File: src/sv/pft_pkg.sv
// shared types and constants for the polygon even-odd fill test unit
`timescale 1ns / 1ps

package pft_pkg;

	// default vertex store depth
	localparam int MAX_VERTICES_DEF = 64;

	// field widths
	localparam int GRID_W    = 6;
	localparam int PIXEL_W   = 11;
	localparam int CELL_W    = 6;
	localparam int SCALED_W  = GRID_W + CELL_W;
	localparam int DIFF_W    = SCALED_W + 1;
	localparam int PROD_W    = 2 * DIFF_W;
	localparam int NUM_W     = PROD_W + 1;
	localparam int CROSS_W   = 7;
	localparam int IN_DATA_W  = 40;
	localparam int IN_USER_W  = 2;
	localparam int OUT_DATA_W = 16;

	// input word kinds
	localparam logic OP_APPEND = 1'b0;
	localparam logic OP_QUERY  = 1'b1;

	// configuration register indexes
	localparam logic REG_CELL_WIDTH  = 1'b0;
	localparam logic REG_CELL_HEIGHT = 1'b1;

	// configuration reset values
	localparam logic [CELL_W-1:0] CELL_SIZE_RESET = 6'd20;

	typedef enum logic [1:0] {
		ST_IDLE,
		ST_WALK,
		ST_DRAIN,
		ST_DONE
	} pft_state_t;

	// controller to datapath
	typedef struct packed {
		logic append;
		logic start_query;
		logic rd_en;
		logic load_result;
	} pft_cmd_t;

	// datapath to controller
	typedef struct packed {
		logic vcount_zero;
		logic issue_last;
		logic pipe_busy;
		logic out_free;
	} pft_status_t;

endpackage

File: src/sv/pft_ctrl.sv
// controller state machine of the polygon even-odd fill test unit
`timescale 1ns / 1ps

module pft_ctrl
	import pft_pkg::*;
(
	input  logic        clk,
	input  logic        arst_n,
	input  logic        in_valid,
	input  logic        in_op,
	output logic        in_ready,
	input  pft_status_t status,
	output pft_cmd_t    cmd
);

	pft_state_t state_q;
	pft_state_t state_d;

	// state register
	always_ff @(posedge clk or negedge arst_n) begin
		if (!arst_n) begin
			state_q <= ST_IDLE;
		end else begin
			state_q <= state_d;
		end
	end

	// next state
	always_comb begin
		state_d = state_q;
		case (state_q)
			ST_IDLE: begin
				if (in_valid && in_op == OP_QUERY) begin
					state_d = status.vcount_zero ? ST_DONE : ST_WALK;
				end
			end
			ST_WALK: begin
				if (status.issue_last) begin
					state_d = ST_DRAIN;
				end
			end
			ST_DRAIN: begin
				if (!status.pipe_busy) begin
					state_d = ST_DONE;
				end
			end
			ST_DONE: begin
				if (status.out_free) begin
					state_d = ST_IDLE;
				end
			end
			default: begin
				state_d = ST_IDLE;
			end
		endcase
	end

	// outputs
	always_comb begin
		in_ready        = 1'b0;
		cmd.append      = 1'b0;
		cmd.start_query = 1'b0;
		cmd.rd_en       = 1'b0;
		cmd.load_result = 1'b0;
		case (state_q)
			ST_IDLE: begin
				in_ready        = 1'b1;
				cmd.append      = in_valid && in_op == OP_APPEND;
				cmd.start_query = in_valid && in_op == OP_QUERY;
			end
			ST_WALK: begin
				cmd.rd_en = 1'b1;
			end
			ST_DRAIN: begin
			end
			ST_DONE: begin
				cmd.load_result = status.out_free;
			end
			default: begin
			end
		endcase
	end

	// a read is only issued while walking
	assert property (@(posedge clk) disable iff (!arst_n)
		cmd.rd_en |-> !in_ready)
		else $error("vertex read issued while taking input words");

	// leaving the drain state needs an empty edge pipeline
	assert property (@(posedge clk) disable iff (!arst_n)
		(state_q == ST_DRAIN && state_d == ST_DONE) |-> !status.pipe_busy)
		else $error("drain finished with edges in flight");

	// the closing read is followed by the drain
	assert property (@(posedge clk) disable iff (!arst_n)
		(state_q == ST_WALK && status.issue_last) |=> state_q == ST_DRAIN)
		else $error("walk did not end after the closing read");

endmodule

File: src/sv/pft_datapath.sv
// vertex store, edge crossing pipeline and result register
`timescale 1ns / 1ps

module pft_datapath
	import pft_pkg::*;
#(
	parameter int MAX_VERTICES = MAX_VERTICES_DEF
) (
	input  logic                  clk,
	input  logic                  arst_n,
	input  pft_cmd_t              cmd,
	output pft_status_t           status,
	input  logic                  cfg_valid,
	input  logic                  cfg_index,
	input  logic [CELL_W-1:0]     cfg_data,
	input  logic                  in_start,
	input  logic [IN_DATA_W-1:0]  in_data,
	output logic                  out_valid,
	input  logic                  out_ready,
	output logic [OUT_DATA_W-1:0] out_data
);

	localparam int AW = $clog2(MAX_VERTICES);
	localparam int CW = $clog2(MAX_VERTICES + 1);

	// input word fields
	logic [GRID_W-1:0]  in_vx;
	logic [GRID_W-1:0]  in_vy;
	logic [PIXEL_W-1:0] in_px;
	logic [PIXEL_W-1:0] in_py;

	assign in_vx = in_data[GRID_W-1:0];
	assign in_vy = in_data[2*GRID_W-1:GRID_W];
	assign in_px = in_data[2*GRID_W+PIXEL_W-1:2*GRID_W];
	assign in_py = in_data[2*GRID_W+2*PIXEL_W-1:2*GRID_W+PIXEL_W];

	logic [CELL_W-1:0] cell_width_q;
	logic [CELL_W-1:0] cell_height_q;

	// configuration registers
	always_ff @(posedge clk or negedge arst_n) begin
		if (!arst_n) begin
			cell_width_q  <= CELL_SIZE_RESET;
			cell_height_q <= CELL_SIZE_RESET;
		end else if (cfg_valid) begin
			case (cfg_index)
				REG_CELL_WIDTH:  cell_width_q  <= cfg_data;
				REG_CELL_HEIGHT: cell_height_q <= cfg_data;
				default: begin
				end
			endcase
		end
	end

	logic [CW-1:0] vcount_q;
	logic          ovf_q;
	logic [CW-1:0] base_count;
	logic          has_room;

	assign base_count = in_start ? '0 : vcount_q;
	assign has_room   = base_count < CW'(MAX_VERTICES);

	// vertex count and sticky overflow
	always_ff @(posedge clk or negedge arst_n) begin
		if (!arst_n) begin
			vcount_q <= '0;
			ovf_q    <= 1'b0;
		end else if (cmd.append) begin
			if (has_room) begin
				vcount_q <= base_count + CW'(1);
				if (in_start) begin
					ovf_q <= 1'b0;
				end
			end else begin
				ovf_q <= 1'b1;
			end
		end
	end

	logic [AW-1:0] addr_q;
	logic          closing_q;
	logic [AW-1:0] rd_addr;
	logic          rd_first;
	logic          addr_last;

	assign rd_addr   = closing_q ? '0 : addr_q;
	assign rd_first  = !closing_q && addr_q == '0;
	assign addr_last = CW'(addr_q) + CW'(1) == vcount_q;

	// walk address: every stored vertex, then the first one again
	always_ff @(posedge clk or negedge arst_n) begin
		if (!arst_n) begin
			addr_q    <= '0;
			closing_q <= 1'b0;
		end else if (cmd.start_query) begin
			addr_q    <= '0;
			closing_q <= 1'b0;
		end else if (cmd.rd_en && !closing_q) begin
			if (addr_last) begin
				closing_q <= 1'b1;
			end else begin
				addr_q <= addr_q + AW'(1);
			end
		end
	end

	logic [2*GRID_W-1:0] vmem [MAX_VERTICES];
	logic [GRID_W-1:0]   rd_x_s1;
	logic [GRID_W-1:0]   rd_y_s1;

	// vertex memory write
	always_ff @(posedge clk) begin
		if (cmd.append && has_room) begin
			vmem[base_count[AW-1:0]] <= {in_vy, in_vx};
		end
	end

	// vertex memory registered read
	always_ff @(posedge clk) begin
		if (cmd.rd_en) begin
			{rd_y_s1, rd_x_s1} <= vmem[rd_addr];
		end
	end

	logic               v_s1, first_s1;
	logic               v_s2, first_s2;
	logic               v_s3, cnt_s3, dpos_s3;
	logic               v_s4, cnt_s4, dpos_s4;
	logic [SCALED_W-1:0] sx_s2, sy_s2;
	logic [SCALED_W-1:0] prev_x_q, prev_y_q;
	logic [PIXEL_W-1:0]  px_q, py_q;

	// pipeline valid bits
	always_ff @(posedge clk or negedge arst_n) begin
		if (!arst_n) begin
			v_s1 <= 1'b0;
			v_s2 <= 1'b0;
			v_s3 <= 1'b0;
			v_s4 <= 1'b0;
		end else begin
			v_s1 <= cmd.rd_en;
			v_s2 <= v_s1;
			v_s3 <= v_s2;
			v_s4 <= v_s3;
		end
	end

	// query pixel
	always_ff @(posedge clk) begin
		if (cmd.start_query) begin
			px_q <= in_px;
			py_q <= in_py;
		end
	end

	// scale grid vertex to pixels
	always_ff @(posedge clk) begin
		first_s1 <= rd_first;
		first_s2 <= first_s1;
		sx_s2    <= SCALED_W'(rd_x_s1) * SCALED_W'(cell_width_q);
		sy_s2    <= SCALED_W'(rd_y_s1) * SCALED_W'(cell_height_q);
	end

	// previous vertex is the edge start
	always_ff @(posedge clk) begin
		if (v_s2) begin
			prev_x_q <= sx_s2;
			prev_y_q <= sy_s2;
		end
	end

	logic signed [DIFF_W-1:0] ax_e, ay_e, bx_e, by_e, px_e, py_e;
	logic signed [DIFF_W-1:0] apx_s3, dy_s3, pya_s3, dx_s3;
	logic                     straddle;

	assign ax_e = $signed({1'b0, prev_x_q});
	assign ay_e = $signed({1'b0, prev_y_q});
	assign bx_e = $signed({1'b0, sx_s2});
	assign by_e = $signed({1'b0, sy_s2});
	assign px_e = $signed({2'b00, px_q});
	assign py_e = $signed({2'b00, py_q});

	// edge straddles the pixel row with one end at or above it
	assign straddle = (ay_e <= py_e && by_e > py_e) || (ay_e > py_e && by_e <= py_e);

	// edge differences
	always_ff @(posedge clk) begin
		cnt_s3  <= !first_s2 && straddle;
		dpos_s3 <= by_e > ay_e;
		apx_s3  <= ax_e - px_e;
		dy_s3   <= by_e - ay_e;
		pya_s3  <= py_e - ay_e;
		dx_s3   <= bx_e - ax_e;
	end

	logic signed [PROD_W-1:0] p1_s4, p2_s4;

	// cross products
	always_ff @(posedge clk) begin
		cnt_s4  <= cnt_s3;
		dpos_s4 <= dpos_s3;
		p1_s4   <= PROD_W'(apx_s3) * PROD_W'(dy_s3);
		p2_s4   <= PROD_W'(pya_s3) * PROD_W'(dx_s3);
	end

	logic signed [NUM_W-1:0] num;
	logic                    hit;
	logic [CW-1:0]           count_q;

	assign num = NUM_W'(p1_s4) + NUM_W'(p2_s4);
	assign hit = dpos_s4 ? (num < NUM_W'(0)) : (num > NUM_W'(0));

	// crossing counter
	always_ff @(posedge clk or negedge arst_n) begin
		if (!arst_n) begin
			count_q <= '0;
		end else if (cmd.start_query) begin
			count_q <= '0;
		end else if (v_s4 && cnt_s4 && hit) begin
			count_q <= count_q + CW'(1);
		end
	end

	logic [CROSS_W-1:0] cross_sat;

	assign cross_sat = (32'(count_q) > 32'd127) ? 7'd127 : CROSS_W'(count_q);

	// result register
	always_ff @(posedge clk or negedge arst_n) begin
		if (!arst_n) begin
			out_valid <= 1'b0;
		end else if (cmd.load_result) begin
			out_valid <= 1'b1;
		end else if (out_ready) begin
			out_valid <= 1'b0;
		end
	end

	always_ff @(posedge clk) begin
		if (cmd.load_result) begin
			out_data <= {7'd0, ovf_q, cross_sat, count_q[0]};
		end
	end

	// status to the controller
	assign status.vcount_zero = vcount_q == '0;
	assign status.issue_last  = closing_q;
	assign status.pipe_busy   = v_s1 || v_s2 || v_s3 || v_s4;
	assign status.out_free    = !out_valid || out_ready;

	// stored vertex count stays within the store
	assert property (@(posedge clk) disable iff (!arst_n)
		vcount_q <= CW'(MAX_VERTICES))
		else $error("vertex count beyond store depth");

	// a result is only loaded with all edges counted
	assert property (@(posedge clk) disable iff (!arst_n)
		cmd.load_result |-> !(v_s1 || v_s2 || v_s3 || v_s4))
		else $error("result loaded with edges in flight");

	// a loaded result shows up on the output
	assert property (@(posedge clk) disable iff (!arst_n)
		cmd.load_result |=> out_valid)
		else $error("loaded result not presented");

endmodule

File: src/sv/polygon_even_odd_fill_test_unit.sv
// top level of the polygon even-odd fill test unit
//
// Input words arrive on the s_axis channel. tuser[0] selects the kind:
// an append word stores one grid vertex (tuser[1] starts a new polygon and
// clears the store and the overflow flag), a query word names a pixel.
// Appends produce no output word; a query produces one word on m_axis with
// the inside bit, the crossing count and the overflow flag.
// Cell width and height are to be written on the cfg channel only while idle;
// the unit itself does not enforce this. A query with n stored vertices walks
// the vertex memory, reading one vertex per cycle, n reads plus one closing
// read of the first vertex; then a four-stage scale / difference / product /
// count pipeline drains, and the result is loaded into the output register.
// New words are taken only between queries; appends are still accepted while
// a result waits on m_axis, and a finished query holds until the output
// register is free.
// After reset the store is empty, the overflow flag is clear and both cell
// sizes are 20; no clearing pass is needed.
`timescale 1ns / 1ps

module polygon_even_odd_fill_test_unit
	import pft_pkg::*;
#(
	parameter int MAX_VERTICES = MAX_VERTICES_DEF
) (
	input  logic                  clk,
	input  logic                  arst_n,
	input  logic                  s_axis_tvalid,
	output logic                  s_axis_tready,
	// vertex_x[5:0], vertex_y[11:6], pixel_x[22:12], pixel_y[33:23], zero fill
	input  logic [IN_DATA_W-1:0]  s_axis_tdata,
	// op[0], start_polygon[1]
	input  logic [IN_USER_W-1:0]  s_axis_tuser,
	output logic                  m_axis_tvalid,
	input  logic                  m_axis_tready,
	// inside_res[0], crossings[7:1], overflowed[8], zero fill
	output logic [OUT_DATA_W-1:0] m_axis_tdata,
	input  logic                  cfg_valid,
	output logic                  cfg_ready,
	input  logic                  cfg_index,
	input  logic [CELL_W-1:0]     cfg_data
);

	pft_cmd_t    cmd;
	pft_status_t status;

	// configuration writes are always taken
	assign cfg_ready = 1'b1;

	pft_ctrl u_ctrl (
		.clk      (clk),
		.arst_n   (arst_n),
		.in_valid (s_axis_tvalid),
		.in_op    (s_axis_tuser[0]),
		.in_ready (s_axis_tready),
		.status   (status),
		.cmd      (cmd)
	);

	pft_datapath #(
		.MAX_VERTICES (MAX_VERTICES)
	) u_datapath (
		.clk       (clk),
		.arst_n    (arst_n),
		.cmd       (cmd),
		.status    (status),
		.cfg_valid (cfg_valid),
		.cfg_index (cfg_index),
		.cfg_data  (cfg_data),
		.in_start  (s_axis_tuser[1]),
		.in_data   (s_axis_tdata),
		.out_valid (m_axis_tvalid),
		.out_ready (m_axis_tready),
		.out_data  (m_axis_tdata)
	);

endmodule
File: config.mk
export PLATFORM = sky130hd
export DESIGN_NAME = polygon_even_odd_fill_test_unit
export DESIGN_NICKNAME = d
export VERILOG_FILES = /design/src/sv/pft_pkg.sv /design/src/sv/pft_ctrl.sv /design/src/sv/pft_datapath.sv /design/src/sv/polygon_even_odd_fill_test_unit.sv
export SDC_FILE = /design/constraint.sdc
export NUM_CORES = 2
export LEC_CHECK = 0
export BUFFER_PORTS_ARGS = -buffer_cell sky130_fd_sc_hd__buf_2
export CAP_MARGIN = 15
export CORE_ASPECT_RATIO = 0.75
export CORE_MARGIN = 2
export CORE_UTILIZATION = 50
export CTS_CLUSTER_SIZE = 8
export DETAILED_ROUTE_END_ITERATION = 10
export GPL_TIMING_DRIVEN = 0
export HOLD_SLACK_MARGIN = 0.12
export PLACE_DENSITY = 0.73
export REMOVE_ABC_BUFFERS = 1
export SLEW_MARGIN = 25
export SYNTH_ARGS = -nofsm -noshare
export SYNTH_HDL_FRONTEND = slang
export SYNTH_SLANG_ARGS = --single-unit
File: constraint.sdc
create_clock -name clk -period 12.25 [get_ports clk]
set_clock_uncertainty 0.05 [all_clocks]
set_input_delay 2.45 -clock clk [delete_from_list [all_inputs] [get_ports clk]]
set_output_delay 2.45 -clock clk [all_outputs]
set_load 0.01 [all_outputs]
==> results.txt <==
----------------------------------------------------
[Status]
  Run status ... finished, final reports clean

[Floorplan]
  Area inside the core boundary ... about 110000 um^2
  Die Height ... slightly below 300 um
  Initial standard-cell utilization of the core ... about half
  Num rows ... between 100 and 150
  I/O pin total ... 73
  Area enclosed by the die boundary ... 113000 um^2
  Die W ... slightly below 400 um

[Timing]
  Final period utilization ... roughly 52%
  Hold Slack ... 282.6 ps
  Setup TNS Final ... 0 ps
  Pins over their slew limit ... 0
  Hold Fails Final Rpt ... 0
  RSZ-0062 raised after global routing ... false
  Worst-Margin Slew ... 1038 ps
  Max frequency ... around 160 MHz
  Final min period ... 6424 ps
  Count of endpoints failing setup in the final report ... 0
  Worst max-slew margin expressed relative to the limit ... 30.52%

[Detailed routing]
  Remaining design rule violation count ... 0
  Vias after detailed routing ... 33660
  Remaining antenna violation count ... 0
  Router iterations before antenna repair ... 5
  Wire length after detailed routing ... about 130 mm
  Via density per instance ... roughly 5.7
  Wire per inst ... 21.95 um
  Violation count after the first detailed-route iteration ... between 3000 and 4000

[Layout]
  Area added between synthesis and finish ... 11.78%
  Net count of the finished layout ... 5037
  Fraction of layout instances using a drive strength above 1 ... about a tenth
  Fill cell count ... approximately 8400

[Critical path]
  Max Fanout on Critical Path ... 13
  Largest stage delay on the critical path ... approximately 750 ps
  Most used cell, CP ... sky130_fd_sc_hd__fa_1
  Category of the most critical setup path ... reg2reg
  Startpoint class of the critical path ... flop
  Crit path required time ... 12800 ps
  Cell with the largest stage delay on the worst path ... sky130_fd_sc_hd__dfxtp_1
  Data arrival time at the worst-slack endpoint ... between 6000 and 7000 ps
  CP cell instances ... nand2_1 -> fa_1 -> fa_1 -> inv_1 -> fa_1 -> fa_1 -> fa_1 -> fa_1 -> ha_1 -> nor4_1 -> o211ai_1 -> a31oi_1 -> o211ai_1 -> a41oi_1 -> nor2b_1 -> o21ai_0 -> nor2b_1 -> xnor2_1
  Worst setup slack for register-to-register paths ... slightly below 6000 ps
  Kind of capture point of the worst setup path ... flop

[GRT]
  Number of global-route vias before repair ... 34140
  Global-route usage over all layers ... between 20% and 30%
  Global route total overflow ... 0
  Maximum number of pins on one net before global-route repair ... 65
  Global-route wire length before repair ... approximately 200 mm
  Initial antenna violation count ... 5

[Clock network]
  TritonCTS clock tree ... done
  Sinks on the clock net ... between 1000 and 1500
  CTS max path bufs ... 3
  CTS buffer count ... around 150
  Number of buffers added for setup after CTS ... 0
  Number of resized instances in the post-cts repair step ... 0
  CTS Root Cell ... sky130_fd_sc_hd__clkbuf_16
  Skew-Pair Late Insertion Delay ... 790 ps
  Clock slew at the register clock pins of the worst setup and hold paths ... approximately 60 ps
  Post-CTS Hold Fix Bufs ... 0
  Maximum level of the CTS H-tree ... 4

[Logic synthesis]
  Most used DFF post-synth ... sky130_fd_sc_hd__edfxtp_1
  Post-synthesis simple-gate area fraction ... roughly 8.9%
  Share of synthesized area spent on multiplexers ... under 10%
  Area fraction in compound gates after synthesis ... 7.081%
  Share of the yosys chip area belonging to registers ... between 50% and 60%
  Adder and majority gate portion of the synthesized area ... 19.18%
  Largest family of logic cells by synthesized area ... adder cells
  Number of enable-type register cells in the synthesized netlist ... roughly 830
  Warning count from the yosys run ... 0
  Synth async-reset ratio ... a little over 4%
  Count of distinct cell types in the synthesized netlist ... 85
  Number of flip-flops and latches in the synthesized netlist ... 1009
  Synthesized area ... about 55000 um^2
  Cells after synthesis ... 4300
  XOR/XNOR share of the synthesized area ... around 1.7%
  Average instance area after synthesis ... approximately 13 um^2

[Placement]
  Weighted congestion reported at the end of routability-driven placement ... around 0.90
  DP HPWL ... 84.90 mm
  I/O Buffers ... between 50 and 60

[Min path]
  Class of the tightest hold or removal check ... reg2reg

[Job]
  Max-cap violation count ... 0

----------------------------------------------------
worst paths after layout:
check                      cells past startpoint                               end                         start
max reg2reg                                   18      u_datapath.p1_s4[22]$_DFF_P_  u_datapath.apx_s3[7]$_DFF_P_
min reg2reg                                    0        u_datapath.dpos_s4$_DFF_P_    u_datapath.dpos_s3$_DFF_P_
min                                            0        u_datapath.dpos_s4$_DFF_P_    u_datapath.dpos_s3$_DFF_P_
max                                           18      u_datapath.p1_s4[22]$_DFF_P_  u_datapath.apx_s3[7]$_DFF_P_
min in group asynchronous                      1  u_datapath.addr_q[1]$_DFFE_PN0P_                        arst_n
max in group asynchronous                      1  u_datapath.addr_q[0]$_DFFE_PN0P_                        arst_n
registers in the layout, indices dropped and copies added (netlist names), 2 cells and up:
| signal | count |
|---|---|
| u_ctrl.state_q | 2 |
| u_datapath.addr_q | 6 |
| u_datapath.apx_s3 | 13 |
| u_datapath.cell_height_q | 6 |
| u_datapath.cell_width_q | 6 |
| u_datapath.count_q | 7 |
| u_datapath.dx_s3 | 13 |
| u_datapath.dy_s3 | 13 |
| u_datapath.out_data | 8 |
| u_datapath.p1_s4 | 26 |
| u_datapath.p2_s4 | 26 |
| u_datapath.prev_x_q | 12 |
| u_datapath.prev_y_q | 12 |
| u_datapath.px_q | 11 |
| u_datapath.py_q | 11 |
| u_datapath.pya_s3 | 13 |
| u_datapath.rd_x_s1 | 6 |
| u_datapath.rd_y_s1 | 6 |
| u_datapath.sx_s2 | 12 |
| u_datapath.sy_s2 | 12 |
| u_datapath.vcount_q | 7 |
| u_datapath.vmem | 768 |
final cells by class:
class | count | area (um^2) | area share [%]
Antenna cell | 1 | 2.502 | 0.004058
Clock buffer | 192 | 3815 | 6.187
Clock inverter | 18 | 483.0 | 0.7832
Inverter | 490 | 1839 | 2.983
Multi-Input combinational cell | 2626 | 24050 | 39.00
Sequential cell | 1009 | 28770 | 46.65
Tap cell | 1444 | 1807 | 2.930
Timing Repair Buffer | 83 | 900.9 | 1.461
layer usage:
metal  routed length, um  track usage, %
met1               56080           33.31
met4                3460           7.793
met2               58560           34.89
met3               10610           4.178
met5                   0               0
critical path, delay by kind of cell, from the launching register on:
| family | cells | cell delay (ps) |
|---|---|---|
| xor gates and xnor gates | 1 | 260 |
| AOI/OAI and AO/OA | 5 | 1270 |
| adders and majority gates | 7 | 3190 |
| buffers and inverters | 1 | 50 |
| and+or+nand+nor | 4 | 730 |
| DFF | 1 | 750 |
cells in the final DEF (no fill, tap or decap), drive strengths merged, types with 61 or more instances in the layout:
cell	instances
nand2	398
o221ai	61
buf	83
a21oi	219
xnor2	88
inv	490
mux4	96
edfxtp	834
mux2i	112
ha	265
dfxtp	134
and2	198
fa	363
o21ai	137
nor2	256
clkbuf	192
cells by family after synthesis:
family          after synthesis
flops                      1009
mux                         223
xor+xnor                    109
compound gates              613
simple gates               1045
other cells                   2
buf+inv                     671
fa+ha+maj                   628
Yosys cell counts (all sizes together) (9+ instances only):
cell type  number  share of area (%)
a21o           35               0.48
or3            12               0.15
mux2           15               0.31
nand2b         29               0.33
o221ai         61               0.97
nand3          24               0.22
ha            265                6.0
dfrtp          37                1.7
nor2          256                1.7
inv           489                3.3
o21ai         137                1.3
a21boi         20               0.28
dfxtp         134                4.9
nor2b          43               0.49
xnor2          88                1.4
mux4           96                3.9
and2          198                2.2
a21oi         219                2.0
o21bai         12               0.16
buf            37               0.38
mux2i         112                2.0
edfxtp        834                 45
nand4          17               0.19
a31oi          10               0.11
and3            9               0.10
fa            363                 13
or2            10               0.11
nor3           24               0.22
xor2           21               0.33
clkbuf        144               0.98
o211ai         48               0.66
nand2         398                2.7
a211oi         19               0.27
stage by stage:
step                worst slack (ps)  utilization (%)  std cells  cell area [um^2]
floorplan                       1501                -       4125             54440
global placement               -4234            51.66       5627             56540
detailed placement              5889            52.38       5652             57330
CTS                             5880            56.31       5862             61630
global route                    5506            56.35       5863             61660
finish                          5826            56.35       5863             61660
Power is not shown: default switching activity piles up to over one toggle a cycle in this logic, so the estimate is an artifact.
